===== config.mk =====
export PLATFORM = sky130hd
export DESIGN_NAME = flat_triangle_span_rasterizer
export DESIGN_NICKNAME = d
export VERILOG_FILES = /design/src/rtl/core/ftsr_pkg.sv /design/src/rtl/core/flat_triangle_span_rasterizer.sv /design/src/rtl/core/ftsr_div.sv
export SDC_FILE = /design/constraint.sdc
export NUM_CORES = 2
export LEC_CHECK = 0
export BUFFER_PORTS_ARGS = -buffer_cell sky130_fd_sc_hd__buf_2
export CAP_MARGIN = 20
export CORE_UTILIZATION = 40
export CTS_BUF_LIST = sky130_fd_sc_hd__clkbuf_4 sky130_fd_sc_hd__clkbuf_8 sky130_fd_sc_hd__clkbuf_16
export DETAILED_ROUTE_END_ITERATION = 8
export GPL_ROUTABILITY_DRIVEN = 0
export GPL_TIMING_DRIVEN = 0
export SETUP_SLACK_MARGIN = 0.1
export SLEW_MARGIN = 15
export SYNTH_ARGS = -nofsm -noshare
export SYNTH_HDL_FRONTEND = slang
export SYNTH_SLANG_ARGS = --single-unit
export TNS_END_PERCENT = 20

===== constraint.sdc =====
create_clock -name i_clk -period 10.7 [get_ports i_clk]
set_clock_uncertainty 0.05 [all_clocks]
set_input_delay 0.535 -clock i_clk [delete_from_list [all_inputs] [get_ports i_clk]]
set_output_delay 0.535 -clock i_clk [all_outputs]
set_load 0.1 [all_outputs]

===== src/rtl/core/ftsr_pkg.sv =====
// Shared constants for the flat triangle span rasterizer.
// No dependencies; used by the core and its port checker.
package ftsr_pkg;

    localparam int CW = 12;   // config and span field width
    localparam int VW = 16;   // vertex coordinate width
    localparam int RW = 17;   // row register width (signed)
    localparam int PW = 32;   // pixel word and fixed-point width

    localparam logic FUNC_LOAD = 1'b0;
    localparam logic FUNC_STEP = 1'b1;

    localparam logic CFG_SCREEN_WIDTH  = 1'b0;
    localparam logic CFG_SCREEN_HEIGHT = 1'b1;

    localparam logic [CW-1:0] WIDTH_RESET  = 12'd960;
    localparam logic [CW-1:0] HEIGHT_RESET = 12'd300;

endpackage


===== src/rtl/core/flat_triangle_span_rasterizer.sv =====
// Top level of the flat triangle span rasterizer.
// Depends on ftsr_pkg and ftsr_div.
//
// A load transfer (func=0) sorts the vertices by row, culls triangles lying
// wholly above or below the screen, sets up three fixed-point edge slopes
// with one shared iterative divider and skips rows above row 0 with one
// shared multiplier. A step transfer (func=1) emits the span of the current
// row and advances one row. Every input transfer yields exactly one result
// transfer. A step updates the edges when accepted, then does the row/half
// bookkeeping; a load runs three slope divisions back to back on the
// bit-serial divider. o_stall is high while an item is in work;
// the result register lets a new item enter while the previous result waits.
module flat_triangle_span_rasterizer #(
    parameter int FRAC_BITS = 8
) (
    input  logic                 i_clk,
    input  logic                 i_rst_n,
    // config
    input  logic                 i_cfg_wr_en,
    input  logic                 i_cfg_addr,
    input  logic [11:0]          i_cfg_wr_data,
    // input channel
    input  logic                 i_valid,
    output logic                 o_stall,
    input  logic                 i_func,
    input  logic signed [15:0]   i_vertex_a_x,
    input  logic signed [15:0]   i_vertex_a_y,
    input  logic signed [15:0]   i_vertex_b_x,
    input  logic signed [15:0]   i_vertex_b_y,
    input  logic signed [15:0]   i_vertex_c_x,
    input  logic signed [15:0]   i_vertex_c_y,
    input  logic [31:0]          i_fill_colour,
    // output channel
    output logic                 o_valid,
    input  logic                 i_stall,
    output logic                 o_span_valid,
    output logic [11:0]          o_span_row,
    output logic [11:0]          o_span_start,
    output logic [11:0]          o_span_length,
    output logic [31:0]          o_span_colour,
    output logic                 o_done_res
);

    localparam int CW  = ftsr_pkg::CW;
    localparam int RW  = ftsr_pkg::RW;
    localparam int PW  = ftsr_pkg::PW;
    localparam int NW  = RW + FRAC_BITS;   // |dx| << FRAC_BITS
    localparam int SW  = PW - FRAC_BITS;   // integer part of a fixed value
    localparam int DRW = RW + 1;           // row difference

    localparam logic [2:0] S_IDLE = 3'd0;
    localparam logic [2:0] S_DIV  = 3'd1;
    localparam logic [2:0] S_SEL  = 3'd2;
    localparam logic [2:0] S_MUL  = 3'd3;
    localparam logic [2:0] S_EVAL = 3'd4;

    // config registers
    logic [CW-1:0] r_width, r_height;

    always_ff @(posedge i_clk) begin
        if (!i_rst_n) begin
            r_width  <= ftsr_pkg::WIDTH_RESET;
            r_height <= ftsr_pkg::HEIGHT_RESET;
        end else if (i_cfg_wr_en) begin
            unique case (i_cfg_addr)
                ftsr_pkg::CFG_SCREEN_WIDTH:  r_width  <= i_cfg_wr_data;
                ftsr_pkg::CFG_SCREEN_HEIGHT: r_height <= i_cfg_wr_data;
                default: ;
            endcase
        end
    end

    // control
    logic [2:0] r_state, n_state;
    logic [2:0] r_k;
    logic       r_start;
    logic       r_cull;
    logic       accept;

    // triangle state
    logic signed [RW-1:0] r_x1, r_x2, r_x3, r_y1, r_y2, r_y3;
    logic signed [PW-1:0] r_q1, r_q2, r_q3;
    logic [PW-1:0]        r_left, r_span_w, r_lslope, r_wslope, r_llslope, r_lwslope;
    logic signed [RW-1:0] r_cur, r_half, r_bottom;
    logic                 r_lower, r_active;
    logic [31:0]          r_colour;
    logic [PW-1:0]        r_prod;

    // pending result fields
    logic          r_pv;
    logic [CW-1:0] r_prow, r_pstart, r_plen;
    logic [31:0]   r_pcol;

    // result register
    logic          r_out_valid;
    logic          slot_free;

    assign o_stall   = (r_state != S_IDLE) || !i_rst_n;
    assign accept    = i_valid && !o_stall;
    assign slot_free = !r_out_valid || !i_stall;

    // ---- sort and cull, straight off the input ----
    logic signed [RW-1:0] sx1, sy1, sx2, sy2, sx3, sy3, tx, ty;
    logic                 culled;
    logic signed [RW-1:0] ny1, ny3;

    always_comb begin
        tx = '0;
        ty = '0;
        sx1 = RW'(i_vertex_a_x); sy1 = RW'(i_vertex_a_y);
        sx2 = RW'(i_vertex_b_x); sy2 = RW'(i_vertex_b_y);
        sx3 = RW'(i_vertex_c_x); sy3 = RW'(i_vertex_c_y);
        if (sy2 < sy1) begin
            tx = sx1; ty = sy1; sx1 = sx2; sy1 = sy2; sx2 = tx; sy2 = ty;
        end
        if (sy3 < sy1) begin
            tx = sx1; ty = sy1; sx1 = sx3; sy1 = sy3; sx3 = tx; sy3 = ty;
        end
        if (sy3 < sy2) begin
            tx = sx2; ty = sy2; sx2 = sx3; sy2 = sy3; sx3 = tx; sy3 = ty;
        end
        culled = (sy3 < 0) || (sy1 > $signed({1'b0, r_height}));
        // nudge flat edges apart
        ny1 = (sy1 == sy2) ? sy1 - 1'b1 : sy1;
        ny3 = (sy3 == sy2) ? sy3 + 1'b1 : sy3;
    end

    // ---- shared divider ----
    logic signed [RW-1:0] dx;
    logic signed [DRW-1:0] dy;
    logic [RW-1:0]        dx_mag;
    logic [NW-1:0]        div_num;
    logic                 div_done;
    logic [NW-1:0]        div_quot;
    logic signed [PW-1:0] q_signed;

    always_comb begin
        unique case (r_k[1:0])
            2'd0:    begin dx = r_x3 - r_x1; dy = DRW'(r_y3) - DRW'(r_y1); end
            2'd1:    begin dx = r_x2 - r_x1; dy = DRW'(r_y2) - DRW'(r_y1); end
            default: begin dx = r_x3 - r_x2; dy = DRW'(r_y3) - DRW'(r_y2); end
        endcase
        dx_mag  = dx[RW-1] ? RW'(-dx) : RW'(dx);
        div_num = NW'(dx_mag) << FRAC_BITS;
    end

    ftsr_div #(.NW(NW), .DW(RW)) u_div (
        .i_clk   (i_clk),
        .i_rst_n (i_rst_n),
        .i_start (r_start),
        .i_num   (div_num),
        .i_den   (dy[RW-1:0]),    // always positive after the nudge
        .o_done  (div_done),
        .o_quot  (div_quot)
    );

    // truncating division: negate magnitude quotient when dx < 0
    assign q_signed = dx[RW-1] ? -$signed(PW'(div_quot)) : $signed(PW'(div_quot));

    // ---- shared multiplier: low 32 bits of row count times slope ----
    logic signed [DRW-1:0]      mul_a;
    logic signed [PW-1:0]       mul_b;
    logic signed [DRW+PW-1:0]   mul_p;
    logic signed [DRW-1:0]      d_top;

    assign d_top = DRW'(r_y2) - DRW'(r_y1);

    always_comb begin
        mul_a = '0;
        mul_b = $signed(r_lslope);
        unique case (r_k)
            3'd0:    begin mul_a = (r_y2 < 0) ? d_top : '0; mul_b = $signed(r_lslope); end
            3'd1:    begin mul_a = (r_y2 < 0) ? d_top : '0; mul_b = $signed(r_wslope); end
            3'd3:    begin mul_a = (r_cur < 0) ? DRW'(r_cur) : '0; mul_b = $signed(r_lslope); end
            3'd4:    begin mul_a = (r_cur < 0) ? DRW'(r_cur) : '0; mul_b = $signed(r_wslope); end
            default: ;
        endcase
        mul_p = mul_a * mul_b;
    end

    // ---- step span math ----
    logic [PW-1:0]        edge_sum;
    logic signed [SW-1:0] j0, jl0, jc, jlc, w_ext;
    logic                 sp_valid;

    always_comb begin
        edge_sum = r_span_w + r_left;
        j0       = SW'($signed(r_left) >>> FRAC_BITS);
        jl0      = SW'($signed(edge_sum) >>> FRAC_BITS);
        w_ext    = $signed(SW'(r_width));
        jc       = (j0 < 0) ? '0 : j0;
        jlc      = (jl0 > w_ext) ? w_ext : jl0;
        sp_valid = jc < jlc;
    end

    // ---- next row ready: switch to the lower half when the upper is spent ----
    logic signed [RW:0]   h_ext;
    logic                 up_ok, sw_half, row_ready;
    logic signed [RW-1:0] half_n;

    always_comb begin
        h_ext     = $signed({6'b0, r_height});
        up_ok     = (r_cur < r_half) && ((RW + 1)'(r_cur) < h_ext);
        sw_half   = !r_lower && !up_ok;
        half_n    = sw_half ? r_bottom : r_half;
        row_ready = (r_cur < half_n) && ((RW + 1)'(r_cur) < h_ext);
    end

    // ---- sequencer ----
    always_comb begin
        n_state = r_state;
        unique case (r_state)
            S_IDLE: begin
                if (accept) begin
                    if (i_func == ftsr_pkg::FUNC_LOAD && !culled) n_state = S_DIV;
                    else                                          n_state = S_EVAL;
                end
            end
            S_DIV:  if (div_done && r_k == 3'd2) n_state = S_SEL;
            S_SEL:  n_state = S_MUL;
            S_MUL:  if (r_k == 3'd5) n_state = S_EVAL;
            S_EVAL: if (slot_free) n_state = S_IDLE;
            default: n_state = S_IDLE;
        endcase
    end

    always_ff @(posedge i_clk) begin
        if (!i_rst_n) begin
            r_state  <= S_IDLE;
            r_k      <= '0;
            r_start  <= 1'b0;
            r_cull   <= 1'b0;
            r_active <= 1'b0;
            r_lower  <= 1'b0;
            r_cur    <= '0;
            r_half   <= '0;
            r_bottom <= '0;
            r_left   <= '0;
            r_span_w <= '0;
            r_lslope <= '0;
            r_wslope <= '0;
            r_llslope <= '0;
            r_lwslope <= '0;
            r_colour <= '0;
        end else begin
            r_state <= n_state;
            r_start <= 1'b0;
            unique case (r_state)
                S_IDLE: begin
                    if (accept) begin
                        if (i_func == ftsr_pkg::FUNC_LOAD) begin
                            r_colour <= i_fill_colour;
                            r_active <= 1'b0;
                            r_cull   <= culled;
                            r_k      <= '0;
                            r_start  <= !culled;
                        end else if (!r_active) begin
                            r_cull <= 1'b1;
                        end else begin
                            r_cull   <= 1'b0;
                            r_left   <= r_left + r_lslope;
                            r_span_w <= r_span_w + r_wslope;
                            r_cur    <= r_cur + 1'b1;
                        end
                    end
                end
                S_DIV: begin
                    if (div_done) begin
                        unique case (r_k[1:0])
                            2'd0:    r_q1 <= q_signed;
                            2'd1:    r_q2 <= q_signed;
                            default: r_q3 <= q_signed;
                        endcase
                        if (r_k != 3'd2) begin
                            r_k     <= r_k + 1'b1;
                            r_start <= 1'b1;
                        end
                    end
                end
                S_SEL: begin
                    if (r_q1 <= r_q2) begin
                        r_wslope  <= PW'(r_q2 - r_q1) | PW'(1);
                        r_lwslope <= PW'(r_q3 - r_q1);
                        r_lslope  <= PW'(r_q1);
                        r_llslope <= PW'(r_q1);
                    end else begin
                        r_wslope  <= PW'(r_q1 - r_q2) | PW'(1);
                        r_lwslope <= PW'(r_q1 - r_q3);
                        r_lslope  <= PW'(r_q2);
                        r_llslope <= PW'(r_q3);
                    end
                    r_left   <= PW'(PW'(r_x1) << FRAC_BITS);
                    r_span_w <= PW'(1) << FRAC_BITS;
                    r_cur    <= r_y1;
                    r_half   <= r_y2;
                    r_bottom <= r_y3;
                    r_lower  <= 1'b0;
                    r_k      <= '0;
                end
                S_MUL: begin
                    r_k <= r_k + 1'b1;
                    unique case (r_k)
                        3'd1: r_left   <= r_left + r_prod;
                        3'd2: begin
                            r_span_w <= r_span_w + r_prod;
                            if (r_y2 < 0) begin
                                // upper half lies above the screen
                                r_cur    <= r_y2;
                                r_half   <= r_y3;
                                r_lslope <= r_llslope;
                                r_wslope <= r_lwslope;
                                r_lower  <= 1'b1;
                            end
                        end
                        3'd4: r_left   <= r_left - r_prod;
                        3'd5: begin
                            r_span_w <= r_span_w - r_prod;
                            if (r_cur < 0) r_cur <= '0;
                        end
                        default: ;
                    endcase
                end
                S_EVAL: begin
                    if (!r_cull) begin
                        if (sw_half) begin
                            r_half   <= r_bottom;
                            r_wslope <= r_lwslope;
                            r_lslope <= r_llslope;
                            r_lower  <= 1'b1;
                        end
                        r_active <= row_ready;
                    end
                end
                default: ;
            endcase
        end
    end

    // payload-only registers
    always_ff @(posedge i_clk) begin
        r_prod <= mul_p[PW-1:0];
        if (accept && i_func == ftsr_pkg::FUNC_LOAD) begin
            r_x1 <= sx1; r_x2 <= sx2; r_x3 <= sx3;
            r_y1 <= ny1; r_y2 <= sy2; r_y3 <= ny3;
        end
        if (accept) begin
            r_pv     <= 1'b0;
            r_prow   <= '0;
            r_pstart <= '0;
            r_plen   <= '0;
            r_pcol   <= '0;
            if (i_func == ftsr_pkg::FUNC_STEP && r_active) begin
                r_pv     <= sp_valid;
                r_prow   <= r_cur[CW-1:0];
                r_pcol   <= r_colour;
                r_pstart <= sp_valid ? jc[CW-1:0] : '0;
                r_plen   <= sp_valid ? CW'(jlc - jc) : '0;
            end
        end
    end

    // ---- result register ----
    always_ff @(posedge i_clk) begin
        if (!i_rst_n) begin
            r_out_valid <= 1'b0;
        end else if (r_state == S_EVAL && slot_free) begin
            r_out_valid <= 1'b1;
        end else if (!i_stall) begin
            r_out_valid <= 1'b0;
        end
    end

    always_ff @(posedge i_clk) begin
        if (r_state == S_EVAL && slot_free) begin
            o_span_valid  <= r_pv;
            o_span_row    <= r_prow;
            o_span_start  <= r_pstart;
            o_span_length <= r_plen;
            o_span_colour <= r_pcol;
            o_done_res    <= r_cull || !row_ready;
        end
    end

    assign o_valid = r_out_valid;

endmodule


===== src/rtl/core/ftsr_div.sv =====
// Iterative restoring unsigned divider, one quotient bit per cycle.
// Standalone; instantiated by the rasterizer for the slope setup.
module ftsr_div #(
    parameter int NW = 25,
    parameter int DW = 17
) (
    input  logic          i_clk,
    input  logic          i_rst_n,
    input  logic          i_start,
    input  logic [NW-1:0] i_num,
    input  logic [DW-1:0] i_den,
    output logic          o_done,
    output logic [NW-1:0] o_quot
);

    localparam int CNW = $clog2(NW + 1);

    logic [DW:0]    r_rem;
    logic [NW-1:0]  r_quo;
    logic [DW-1:0]  r_den;
    logic [CNW-1:0] r_cnt;
    logic           r_busy;
    logic           r_done;
    logic [DW:0]    rem_sh;
    logic           fit;

    assign rem_sh = {r_rem[DW-1:0], r_quo[NW-1]};
    assign fit    = rem_sh >= {1'b0, r_den};

    always_ff @(posedge i_clk) begin
        if (!i_rst_n) begin
            r_busy <= 1'b0;
            r_done <= 1'b0;
            r_cnt  <= '0;
        end else begin
            r_done <= 1'b0;
            if (i_start) begin
                r_busy <= 1'b1;
                r_cnt  <= CNW'(NW);
            end else if (r_busy) begin
                r_cnt <= r_cnt - 1'b1;
                if (r_cnt == CNW'(1)) begin
                    r_busy <= 1'b0;
                    r_done <= 1'b1;
                end
            end
        end
    end

    always_ff @(posedge i_clk) begin
        if (i_start) begin
            r_quo <= i_num;
            r_rem <= '0;
            r_den <= i_den;
        end else if (r_busy) begin
            r_rem <= fit ? (rem_sh - {1'b0, r_den}) : rem_sh;
            r_quo <= {r_quo[NW-2:0], fit};
        end
    end

    assign o_done = r_done;
    assign o_quot = r_quo;

endmodule


==> impl.org <==
** Synthesis
- Yosys warning total :: 0
- Sequential-to-total area share from yosys stat :: 0.281
- Number of distinct standard cells referenced by the synthesized netlist :: 99
- Post-Synthesis Cell Area :: 0.0658 sq mm
- Each instance of the synthesized netlist takes up on average 8.44 sq um.
- The most used flip-flop cell after synthesis is dfxtp_1.
- Counting every instance in the synthesized netlist gives 7792.
- In this run, synthesis inferred 367 flip-flops with an integrated enable.
- Mapped Nets :: 8840
- Register bit count reported by yosys :: 741
- In the synthesized netlist the async set-or-reset flop fraction comes to 0.

** Clock tree
- CTS sink cnt :: 741
- TritonCTS built the clock tree.
- TritonCTS buffer count :: 82
- Clock transition at the registers of the reported paths :: 60 ps
- Worst-skew pair later-pin latency :: 710 ps
- Clock Tree Buf Depth :: 3
- Maximum level of the CTS H-tree :: 3
- The root buffer cell chosen for the clock tree is clkbuf_16.

** Worst setup path
- Critical path class :: in -> reg
- The worst setup path is launched from a primary input.
- Measured in cells, the most critical reg-to-reg path has a length of 34.
- Counting stages on the worst path, the most repeated cell is a21oi_1.
- STA classifies the critical path endpoint as a flip-flop.
- In this run the critical register-to-register path is captured at r_prod[31].
- For the worst setup path, the data arrival time is 10520 ps.
- On the critical path the largest part of the delay comes from compound AO/OA/AOI/OAI gates.
- Sum of buffers and inverters on the critical path :: 9
- Required time of the critical path :: 11050 ps
- Critical path's slowest cell :: a2111oi_0
- The setup check on the worst reg-to-reg path leaves a slack of 550 ps.
- In this run the critical register-to-register path is launched from r_k[0].
- Maximum single-stage delay on the critical path :: 710 ps
- Maximum fanout along the worst path :: 10

** STA
- Setup repair after global routing missed its margin :: no
- Final cycle utilization of the critical path :: 0.951
- Timing would allow up to 0.0983 GHz.
- Hold timing on the final database bottoms out at a slack of 41.1 ps.
- For the pin with the worst max-slew slack, the measured transition is 1230 ps.
- Number of hold-slack violations in the final timing report :: 0
- Slew headroom :: 0.181
- Setup violations remaining at the end of the flow were counted as 0.
- The routed design could run at a clock period as short as 10170 ps.
- Number of max-slew violations in the final report :: 0

** Die
- Number of top-level design ports :: 219
- From bottom edge to top edge, the die measures 408 um.
- Row generation in the floorplan step produced 148 rows.
- Initial Utilization :: 0.404
- Horizontal die dimension :: 408 um
- The core region is 0.163 sq mm.
- Die Area :: 0.166 sq mm

** Layout
- Synth-to-Final Area Change :: 10.7%
- Counting the fill cells in the layout gives 16195.
- Area used by sequential logic in the layout :: 0.0185 sq mm
- The library cell used most frequently in the layout, excluding fill and tap cells, is nand2_1.
- Combined area of the multi-input logic cells :: 0.0429 sq mm
- Leaving out filler cells and counting taps, the final layout contains 10352.
- Cell area after layout :: 0.0728 sq mm
- Share of layout cells above drive strength 1 :: 0.0685
- At the end of the flow the core is filled with cells to 0.447.
- Most frequent cells in the layout :: 868 x nand2_1, 781 x inv_1, 748 x nor2_1, 621 x a21oi_1, 556 x ha_1
- Final nets :: 9158

** Route
- Via Count :: 60445
- Number of DRC markers in iteration 0 :: 6874
- In this run the remaining antenna-violating nets after routing total 0.
- In the final routed layout, each cell accounts on average for 23.5 um.
- For this run, design rule violations remaining after detail routing come to 0.
- After detailed routing, the met2 layer carries 103000 um of wire.
- WL final :: 243000 um
- Routed length on met1 :: 99100 um
- The first TritonRoute pass finished after 9 iterations.
- Average vias per placed instance :: 5.84
- Detailed routing placed a total of 26300 um of wire on met3.
- Top layer used by detailed routing :: met4

** Global routing
- Number of antenna violations at the first check in global routing :: 11
- Number of global-route vias before repair :: 57385
- Gr ovfl total :: 0
- Tot GR Track Use :: 0.284
- Largest net degree at the start of global routing :: 63
- The first global-routing pass estimated 360000 um of wire.

** Power and ir drop
- In this run the power spent charging and discharging nets is 0.00580 W.
- Total power divided by cell area :: 182 mW/mm^2
- Internal power comes to 0.00747 W.
- Gate power share :: 0.499
- Of the total power, the share spent switching nets is 0.437.
- The share of total power dissipated in the clock network is 0.224.
- Summed over all cells, the static leakage comes to 31.5 nW.
- The share of total power dissipated in sequential elements is 0.277.
- Peak supply drop :: 0.000146 V

** Hold path
- The tightest min-delay check is of the in -> reg type.
- For hold timing, the worst endpoint is r_colour[27].
- Counting instances, the worst hold path has a depth of 3.
- Origin of the worst min-delay path :: i_fill_colour[27]

** Placement
- Number of buffer cells added on primary ports :: 216
- # placed instances :: 10198
- Area after detailed placement :: 0.0699 sq mm
- DP HPWL :: 198000 um

** Job
- Number of max-cap violations :: 0

** Outcome
- The run finished with clean final reports.
==> Yosys cell counts (14+ instances only) <==
cell	n	area share
clkbuf_1	323	0.018
buf_2	22	0.0017
o211ai_1	39	0.0045
buf_1	40	0.0023
a22oi_1	40	0.0046
and2_1	50	0.0048
mux2_2	61	0.010
o21bai_1	60	0.0068
o31a_1	14	0.0019
a211o_1	26	0.0035
ha_1	556	0.11
edfxtp_1	367	0.17
xor2_1	193	0.026
o21a_1	71	0.0081
or2_2	21	0.0020
a21boi_0	34	0.0039
nor2b_1	86	0.0082
a221oi_1	42	0.0056
a211oi_1	106	0.012
or4_1	17	0.0019
xnor2_1	245	0.033
nand2_1	868	0.050
nor3b_1	18	0.0021
nand4_1	72	0.0068
dfxtp_1	374	0.11
mux2i_1	145	0.022
a21oi_1	623	0.047
o21ai_0	376	0.029
a31oi_1	83	0.0079
a21o_1	124	0.014
a22o_1	22	0.0029
o31ai_1	41	0.0047
nor3_1	169	0.013
inv_1	782	0.045
and3_1	92	0.0087
o22ai_1	31	0.0029
nand3_1	111	0.0084
nor2_1	748	0.043
nor4_1	35	0.0033
nand2b_1	73	0.0069
fa_1	345	0.10
or3_1	49	0.0047
==> how the worst max path moves through the flow <==
stage,slack (ps),end,startpoint,depth (start not counted)
3_5_place_dp,-1120,r_y3[14],i_vertex_a_y[9],45
5_1_grt,70,r_prod[31],r_y2[0],36
3_3_place_gp,-950,r_y3[14],i_vertex_a_y[9],45
2_1_floorplan,1620,r_prod[31],r_k[0],34
6_report,530,r_y1[11],i_vertex_a_y[9],42
4_1_cts,90,r_y3[14],i_vertex_a_y[9],44
==> kinds of logic (layout without fill, tap and decap cells) <==
group | after synthesis | after routing | share of synthesized area
adder cells (fa/ha/maj) | 901 | 901 | 0.211
other | 0 | 3 | 0
buffers and inverters | 1175 | 1557 | 0.0678
multiplexers | 207 | 207 | 0.0327
flip-flops | 741 | 741 | 0.281
XOR/XNOR | 443 | 443 | 0.0599
AND/OR/NAND/NOR | 2462 | 2462 | 0.170
AO/OA/AOI/OAI | 1863 | 1863 | 0.177
==> metal layers <==
| layer | vias to the layer above | global-route usage |
|---|---|---|
| met5 | - | 0 |
| met4 | 0 | 0.152 |
| met3 | 714 | 0.0597 |
| met2 | 3289 | 0.430 |
| met1 | 28890 | 0.379 |
| li1 | 27552 | - |
==> power groups by stage <==
stage / clock, W / combinational [W] / sequential, W
3_5_place_dp: 0 / 0.00644 / 0.00372
5_1_grt: 0.00310 / 0.00721 / 0.00369
2_1_floorplan: 0 / 0.00457 / 0.00368
4_1_cts: 0.00300 / 0.00648 / 0.00366
3_3_place_gp: 0 / 0.00631 / 0.00373
6_report: 0.00297 / 0.00662 / 0.00368
==> sequential cells by signal, summed over array words and instances, names as in the netlist, 25 cells and up <==
name and cells:
r_left 32, u_div.o_quot 25, r_pcol 32, r_lwslope 32, r_prod 32, r_q1 32, r_colour 32, r_q3 32
r_wslope 32, o_span_colour 32, r_llslope 32, r_q2 32, r_lslope 32, r_span_w 32
==> repair_timing <==
item,4_1_cts,5_1_grt
hold endpoints to repair,2,0
endpoints found under the setup margin,20,48
hold buffers,2,0
setup buffers,0,5
gates resized for setup,6,34
pin swaps,0,1
==> stage by stage <==
stage	power (W)	TNS, ps	setup WS, ps
after CTS	0.0131	0	90.6
after floorplan	0.00825	0	1620
after global placement	0.0100	-22830	-945
after detailed placement	0.0102	-32110	-1120
final	0.0133	0	529
after global routing	0.0140	0	74.5
==> area by class of cell <==
| type | count | share of cell area |
|---|---|---|
| Buffer | 384 | 0.0210 |
| Tap cell | 2175 | 0.0374 |
| Antenna cell | 3 | 0.000103 |
| Timing Repair Buffer | 240 | 0.0199 |
| Inverter | 785 | 0.0405 |
| Clock buffer | 101 | 0.0310 |
| Multi-Input combinational cell | 5876 | 0.589 |
| Clock inverter | 47 | 0.00656 |
| Sequential cell | 741 | 0.254 |
==> worst reg2reg max path: cells and delay by family, from the launching register on <==
kind / cells / cell delay (ps)
adders and majority gates: 8 / 3300
muxes: 1 / 550
xor gates and xnor gates: 1 / 170
DFF: 1 / 470
and+or+nand+nor: 6 / 920
AOI/OAI and AO/OA: 9 / 2480
buffers and inverters: 9 / 2100
Note: power is estimated with default switching activity, not from simulation.
